==> src/bllca_pkg.sv <==
`default_nettype none
package bllca_pkg;

    localparam int MAX_NODES  = 1024;
    localparam int LOG_LEVELS = 11;

    localparam int NODE_W    = 11;
    localparam int DEP_W     = $clog2(MAX_NODES);
    localparam int LVL_W     = $clog2(LOG_LEVELS);
    localparam int DEP_DEPTH = MAX_NODES + 1;
    localparam int DEP_AW    = $clog2(DEP_DEPTH);
    localparam int ANC_DEPTH = (MAX_NODES + 1) * LOG_LEVELS;
    localparam int ANC_AW    = $clog2(ANC_DEPTH);

    localparam logic [LVL_W-1:0] LVL_LAST = LVL_W'(LOG_LEVELS - 1);

    localparam logic [4:0] OP_NOP     = 5'd0;
    localparam logic [4:0] OP_CLR     = 5'd1;
    localparam logic [4:0] OP_CAP     = 5'd2;
    localparam logic [4:0] OP_LD_DRD  = 5'd3;
    localparam logic [4:0] OP_LD_WR0  = 5'd4;
    localparam logic [4:0] OP_LD_ARD  = 5'd5;
    localparam logic [4:0] OP_LD_WR   = 5'd6;
    localparam logic [4:0] OP_DA_RD   = 5'd7;
    localparam logic [4:0] OP_DA_SET  = 5'd8;
    localparam logic [4:0] OP_DB_RD   = 5'd9;
    localparam logic [4:0] OP_DB_SET  = 5'd10;
    localparam logic [4:0] OP_X_RD    = 5'd11;
    localparam logic [4:0] OP_CLIMB   = 5'd12;
    localparam logic [4:0] OP_PA_SET  = 5'd13;
    localparam logic [4:0] OP_Y_RD    = 5'd14;
    localparam logic [4:0] OP_LIFT    = 5'd15;
    localparam logic [4:0] OP_P_SET   = 5'd16;
    localparam logic [4:0] OP_P_EQ    = 5'd17;
    localparam logic [4:0] OP_DP_RD   = 5'd18;
    localparam logic [4:0] OP_DP_SET  = 5'd19;
    localparam logic [4:0] OP_SEL     = 5'd20;
    localparam logic [4:0] OP_EMIT    = 5'd21;
    localparam logic [4:0] OP_EMIT_S0 = 5'd22;
    localparam logic [4:0] OP_EMIT_Z  = 5'd23;

    typedef struct packed {
        logic [4:0]       op;
        logic [LVL_W-1:0] lvl;
    } t_cmd;

    typedef struct packed {
        logic clr_last;
        logic in_load;
        logic in_ok;
        logic nodes_eq;
        logic step_beyond;
        logic out_free;
    } t_stat;

endpackage
`default_nettype wire

==> src/bllca_ctrl.sv <==
`default_nettype none
module bllca_ctrl (
    input  wire                i_clk,
    input  wire                i_rst_n,
    input  wire                i_in_valid,
    output logic               o_in_ready,
    input  wire bllca_pkg::t_stat i_stat,
    output bllca_pkg::t_cmd    o_cmd
);
    import bllca_pkg::*;

    localparam logic [4:0] ST_CLR     = 5'd0;
    localparam logic [4:0] ST_IDLE    = 5'd1;
    localparam logic [4:0] ST_LD_DRD  = 5'd2;
    localparam logic [4:0] ST_LD_WR0  = 5'd3;
    localparam logic [4:0] ST_LD_ARD  = 5'd4;
    localparam logic [4:0] ST_LD_WR   = 5'd5;
    localparam logic [4:0] ST_QA_RD   = 5'd6;
    localparam logic [4:0] ST_QA_SET  = 5'd7;
    localparam logic [4:0] ST_QB_RD   = 5'd8;
    localparam logic [4:0] ST_QB_SET  = 5'd9;
    localparam logic [4:0] ST_CL1_RD  = 5'd10;
    localparam logic [4:0] ST_CL1_UP  = 5'd11;
    localparam logic [4:0] ST_Q_EQ    = 5'd12;
    localparam logic [4:0] ST_UA_RD   = 5'd13;
    localparam logic [4:0] ST_UA_SET  = 5'd14;
    localparam logic [4:0] ST_UB_RD   = 5'd15;
    localparam logic [4:0] ST_UB_LIFT = 5'd16;
    localparam logic [4:0] ST_P_RD    = 5'd17;
    localparam logic [4:0] ST_P_SET   = 5'd18;
    localparam logic [4:0] ST_DP_RD   = 5'd19;
    localparam logic [4:0] ST_DP_SET  = 5'd20;
    localparam logic [4:0] ST_SEL     = 5'd21;
    localparam logic [4:0] ST_CL2_RD  = 5'd22;
    localparam logic [4:0] ST_CL2_UP  = 5'd23;
    localparam logic [4:0] ST_EMIT    = 5'd24;
    localparam logic [4:0] ST_EMIT_S0 = 5'd25;
    localparam logic [4:0] ST_EMIT_Z  = 5'd26;

    logic [4:0]       r_state, n_state;
    logic [LVL_W-1:0] r_lvl, n_lvl;
    logic [4:0]       op;

    always_ff @(posedge i_clk) begin
        if (!i_rst_n) begin
            r_state <= ST_CLR;
            r_lvl   <= '0;
        end else begin
            r_state <= n_state;
            r_lvl   <= n_lvl;
        end
    end

    always_comb begin
        n_state    = r_state;
        n_lvl      = r_lvl;
        op         = OP_NOP;
        o_in_ready = 1'b0;
        case (r_state)
            ST_CLR: begin
                op = OP_CLR;
                if (i_stat.clr_last) n_state = ST_IDLE;
            end
            ST_IDLE: begin
                o_in_ready = 1'b1;
                if (i_in_valid) begin
                    op = OP_CAP;
                    if (i_stat.in_load) begin
                        n_state = i_stat.in_ok ? ST_LD_DRD : ST_IDLE;
                    end else begin
                        n_state = i_stat.in_ok ? ST_QA_RD : ST_EMIT_Z;
                    end
                end
            end
            ST_LD_DRD: begin
                op      = OP_LD_DRD;
                n_state = ST_LD_WR0;
            end
            ST_LD_WR0: begin
                op      = OP_LD_WR0;
                n_lvl   = LVL_W'(1);
                n_state = ST_LD_ARD;
            end
            ST_LD_ARD: begin
                op      = OP_LD_ARD;
                n_state = ST_LD_WR;
            end
            ST_LD_WR: begin
                op = OP_LD_WR;
                if (r_lvl == LVL_LAST) begin
                    n_state = ST_IDLE;
                end else begin
                    n_lvl   = r_lvl + LVL_W'(1);
                    n_state = ST_LD_ARD;
                end
            end
            ST_QA_RD: begin
                op      = OP_DA_RD;
                n_state = ST_QA_SET;
            end
            ST_QA_SET: begin
                op      = OP_DA_SET;
                n_state = ST_QB_RD;
            end
            ST_QB_RD: begin
                op      = OP_DB_RD;
                n_state = ST_QB_SET;
            end
            ST_QB_SET: begin
                op      = OP_DB_SET;
                n_lvl   = '0;
                n_state = ST_CL1_RD;
            end
            ST_CL1_RD: begin
                op      = OP_X_RD;
                n_state = ST_CL1_UP;
            end
            ST_CL1_UP: begin
                op = OP_CLIMB;
                if (r_lvl == LVL_LAST) begin
                    n_state = ST_Q_EQ;
                end else begin
                    n_lvl   = r_lvl + LVL_W'(1);
                    n_state = ST_CL1_RD;
                end
            end
            ST_Q_EQ: begin
                op = OP_P_EQ;
                if (i_stat.nodes_eq) begin
                    n_state = ST_DP_RD;
                end else begin
                    n_lvl   = LVL_LAST;
                    n_state = ST_UA_RD;
                end
            end
            ST_UA_RD: begin
                op      = OP_X_RD;
                n_state = ST_UA_SET;
            end
            ST_UA_SET: begin
                op      = OP_PA_SET;
                n_state = ST_UB_RD;
            end
            ST_UB_RD: begin
                op      = OP_Y_RD;
                n_state = ST_UB_LIFT;
            end
            ST_UB_LIFT: begin
                op = OP_LIFT;
                if (r_lvl == '0) begin
                    n_state = ST_P_RD;
                end else begin
                    n_lvl   = r_lvl - LVL_W'(1);
                    n_state = ST_UA_RD;
                end
            end
            ST_P_RD: begin
                op      = OP_X_RD;
                n_state = ST_P_SET;
            end
            ST_P_SET: begin
                op      = OP_P_SET;
                n_state = ST_DP_RD;
            end
            ST_DP_RD: begin
                op      = OP_DP_RD;
                n_state = ST_DP_SET;
            end
            ST_DP_SET: begin
                op      = OP_DP_SET;
                n_state = ST_SEL;
            end
            ST_SEL: begin
                op    = OP_SEL;
                n_lvl = '0;
                n_state = i_stat.step_beyond ? ST_EMIT_S0 : ST_CL2_RD;
            end
            ST_CL2_RD: begin
                op      = OP_X_RD;
                n_state = ST_CL2_UP;
            end
            ST_CL2_UP: begin
                op = OP_CLIMB;
                if (r_lvl == LVL_LAST) begin
                    n_state = ST_EMIT;
                end else begin
                    n_lvl   = r_lvl + LVL_W'(1);
                    n_state = ST_CL2_RD;
                end
            end
            ST_EMIT: begin
                if (i_stat.out_free) begin
                    op      = OP_EMIT;
                    n_state = ST_IDLE;
                end
            end
            ST_EMIT_S0: begin
                if (i_stat.out_free) begin
                    op      = OP_EMIT_S0;
                    n_state = ST_IDLE;
                end
            end
            ST_EMIT_Z: begin
                if (i_stat.out_free) begin
                    op      = OP_EMIT_Z;
                    n_state = ST_IDLE;
                end
            end
            default: begin
                n_state = ST_IDLE;
            end
        endcase
    end

    assign o_cmd.op  = op;
    assign o_cmd.lvl = r_lvl;

endmodule
`default_nettype wire

==> config.mk <==
export PLATFORM = sky130hd
export DESIGN_NAME = bllca_ctrl
export DESIGN_NICKNAME = d
export VERILOG_FILES = /design/src/bllca_pkg.sv /design/src/bllca_ctrl.sv
export SDC_FILE = /design/constraint.sdc
export NUM_CORES = 1
export LEC_CHECK = 0
export BUFFER_PORTS_ARGS = -buffer_cell sky130_fd_sc_hd__buf_4
export CAP_MARGIN = 25
export CORE_MARGIN = 3
export CORE_UTILIZATION = 45
export CTS_CLUSTER_DIAMETER = 40
export DETAILED_ROUTE_END_ITERATION = 8
export PLACE_DENSITY = 0.65
export SYNTH_ARGS = -nofsm -noshare
export SYNTH_HDL_FRONTEND = slang
export SYNTH_SLANG_ARGS = --single-unit
==> constraint.sdc <==
create_clock -name i_clk -period 7.1 [get_ports i_clk]
set_clock_uncertainty 0.05 [all_clocks]
set_input_delay 0.71 -clock i_clk [delete_from_list [all_inputs] [get_ports i_clk]]
set_output_delay 0.71 -clock i_clk [all_outputs]
set_load 0.02 [all_outputs]
==> impl_metrics.toml <==
[logic_synthesis]
yosysTopAreaCellShare_pct = 14.2
netlist_area_um2 = 1270
yosys.area.top_type = "dfxtp_1"
synth_flop_cell = "dfxtp_1"
synth_warnings = 0
synth_area_leaders = "dfxtp_1 (14%), a21oi_1 (7.5%), nand2_1 (5.6%)"
synth.top_cells.by_count = "a21oi_1 (19), nand2_1 (19), nor2_1 (16), o21ai_0 (10)"
synth_nets = 197
synth_area_per_cell_um2 = 6.86
async_reset_ff_share_pct = 0
ys_ff_latch = 9
synthDistinctLibCells = 56
synth_edf_count = 0
ys_seq_area_share_pct = 14.2
synthCells = 185

[setup_path]
criticalPathCategory = "reg2reg"
crit_required_ps = 7200
critPathCapture = "r_lvl[3]$_SDFFE_PN0P_"
critPathSlowestCell = "dfxtp_1"
reg2reg_from = "r_state[2]$_SDFFE_PN0P_"
cp-end-kind = "register"
cp-start-kind = "register"
r2r_end = "r_lvl[3]$_SDFFE_PN0P_"
cp_max_fo = 28
max_stage_delay_ps = 900
startpoint = "r_state[2]$_SDFFE_PN0P_"
arrival_ps = 3460
crit_chain = "nand2b_1 -> or3_1 -> nand3_1 -> and2_1 -> inv_1 -> ha_1 -> a21o_1 -> a21oi_1 -> xnor2_1 -> mux2i_1 -> a221oi_1 -> o31ai_1"
rrSetupSlack_ps = 3740
rr_worst_depth = 12

[status]
status = "completed"

[die]
dieWidth_um = 59.1
design.die.area_um2 = 3490
die_h_um = 59.1
rows = 18
start_util_pct = 49.4
core_area_um2 = 2570
io-pin-count = 19

[route]
first_pass_iters = 4
drt-total-wl_um = 3590
routed_via_density = 6.52
vias = 1455
detail-route-antenna-nets = 0
drc = 0
wl_per_cell_um = 16.1
drt-initial-drc-count = 95

[timing]
maxSlewViolCount = 0
fin_crit_ps = 3360
fmaxAchievable_mhz = 298
finalCritPeriodShare_pct = 47.3
final-setup-viol-count = 0
finalSetupTns_ps = 0
relSlewSlack_pct = 40.7
hold_viol_final = 0
tightest_slew_ps = 888
hold_ws_ps = 485
grt_setup_unrepaired = "no"

[cts]
cts_resized = 0
numClockSinks = 9
htree_levels = 1
post_cts_buffers = 0
clock_latency_ps = 270
clockRootBuffer = "clkbuf_4"
cts_tree = "yes"
cts_buffers = 3
cts_max_path_buffers = 2
clk_pin_slew_ps = 60
ctsHoldBuffers = 0

[pwr]
p_per_area_nw_per_um2 = 104
ir_drop_mv = 0.0803
leakage_nw = 0.530

[place]
dp.final_hpwl_um = 2500
gp_congestion = 0.843
portBuffers = 18
placed_cells_incl_taps = 219

[global_routing]
grt_max_degree = 36
antenna_found_initial = 0
gr-total-overflow = 0
grt_pass1_wl_um = 6030
grt_pass1_vias = 1313
grt_usage_pct = 21.8

[finish]
area_growth_pct = 10.8
num_antenna_cells = 0
layout.cells.non_filler = 223
num-fill-cells = 264
drive_above_1_share_pct = 15.0
nets = 206

[run]
max-cap-violations = 0

[worst_hold_path]
hp-class = "reg2reg"
worst max-delay path: cells and delay by family, from the launching register on:
kind	cells	cell delay (ps)
and+or+nand+nor	4	920
buffers and inverters	1	70
xor gates and xnor gates	1	180
AOI/OAI and AO/OA	4	720
muxes	1	120
adders and majority gates	1	260
DFF	1	900
sequential cells by signal, indices dropped and copies added, names as in the netlist:
| register | count |
|---|---|
| r_state | 5 |
| r_lvl | 4 |
routing by layer:
layer  routed length [µm]  track usage, %  vias up
li1                     -               -      707
met1                 1670            31.1      677
met2                 1600            32.8       65
met3                  272            3.49        6
met4                   47            7.77        0
met5                    0               0        -
final cells by class:
| type | count | area, µm² | area share (%) |
|---|---|---|---|
| tap | 30 | 37.5 | 2.67 |
| inverter | 7 | 26.3 | 1.87 |
| clock buffer | 4 | 26.3 | 1.87 |
| sequential | 9 | 180 | 12.8 |
| multi-input combinational | 152 | 978 | 69.6 |
| timing repair buffer | 21 | 158 | 11.2 |
per-stage QoR:
step / total power [W] / worst slack (ps) / cell area (µm²) / util (%)
2_1_floorplan: 0.0000905 / 4300 / 1270 / -
3_3_place_gp: 0.000106 / 3900 / 1380 / 53.8
3_5_place_dp: 0.000105 / 3790 / 1380 / 53.8
4_1_cts: 0.000147 / 3770 / 1410 / 54.8
5_1_grt: 0.000156 / 3440 / 1410 / 54.8
6_report: 0.000146 / 3740 / 1410 / 54.8
worst min path at each step:
| stage | end | start | cells past startpoint | slack, ps |
|---|---|---|---|---|
| 2_1_floorplan | r_lvl[2]$_SDFFE_PN0P_ | r_lvl[2]$_SDFFE_PN0P_ | 2 | 540 |
| 3_3_place_gp | r_state[0]$_SDFFE_PN0P_ | r_state[0]$_SDFFE_PN0P_ | 2 | 470 |
| 3_5_place_dp | r_state[0]$_SDFFE_PN0P_ | r_state[0]$_SDFFE_PN0P_ | 2 | 470 |
| 4_1_cts | r_lvl[3]$_SDFFE_PN0P_ | r_lvl[3]$_SDFFE_PN0P_ | 2 | 490 |
| 5_1_grt | r_state[0]$_SDFFE_PN0P_ | r_state[0]$_SDFFE_PN0P_ | 2 | 510 |
| 6_report | r_state[0]$_SDFFE_PN0P_ | r_state[0]$_SDFFE_PN0P_ | 2 | 480 |
report_power, final:
part / switching, W / total, W / leakage (nW) / internal [W]
sequential: 0.00000201 / 0.0000537 / 0.0728 / 0.0000517
clock: 0.0000195 / 0.0000413 / 0.0150 / 0.0000217
combinational: 0.0000307 / 0.0000515 / 0.442 / 0.0000208
total: 0.0000522 / 0.000146 / 0.530 / 0.0000942
cell families after synthesis:
| kind of cell | count (synthesis) | synth area share, % |
|---|---|---|
| xor+xnor | 2 | 1.38 |
| buf+inv | 24 | 8.68 |
| mux | 3 | 2.37 |
| flops | 9 | 14.2 |
| compound gates | 68 | 38.2 |
| simple gates | 76 | 31.7 |
| fa+ha+maj | 3 | 3.55 |
placed cells by master (no fill, tap or decap), types with 3 or more instances in the layout:
| cell type | instances |
|---|---|
| nor2_1 | 16 |
| o31ai_1 | 4 |
| o21ai_0 | 10 |
| nand3_1 | 5 |
| nor3_1 | 3 |
| inv_1 | 7 |
| buf_4 | 21 |
| dfxtp_1 | 9 |
| nand2_1 | 19 |
| nand2b_1 | 9 |
| clkbuf_4 | 3 |
| a21o_1 | 3 |
| nor2b_1 | 5 |
| a21oi_1 | 19 |
| nand3b_1 | 3 |
| nor3b_1 | 3 |
| mux2i_1 | 3 |
(Power assumes the default switching activity.)
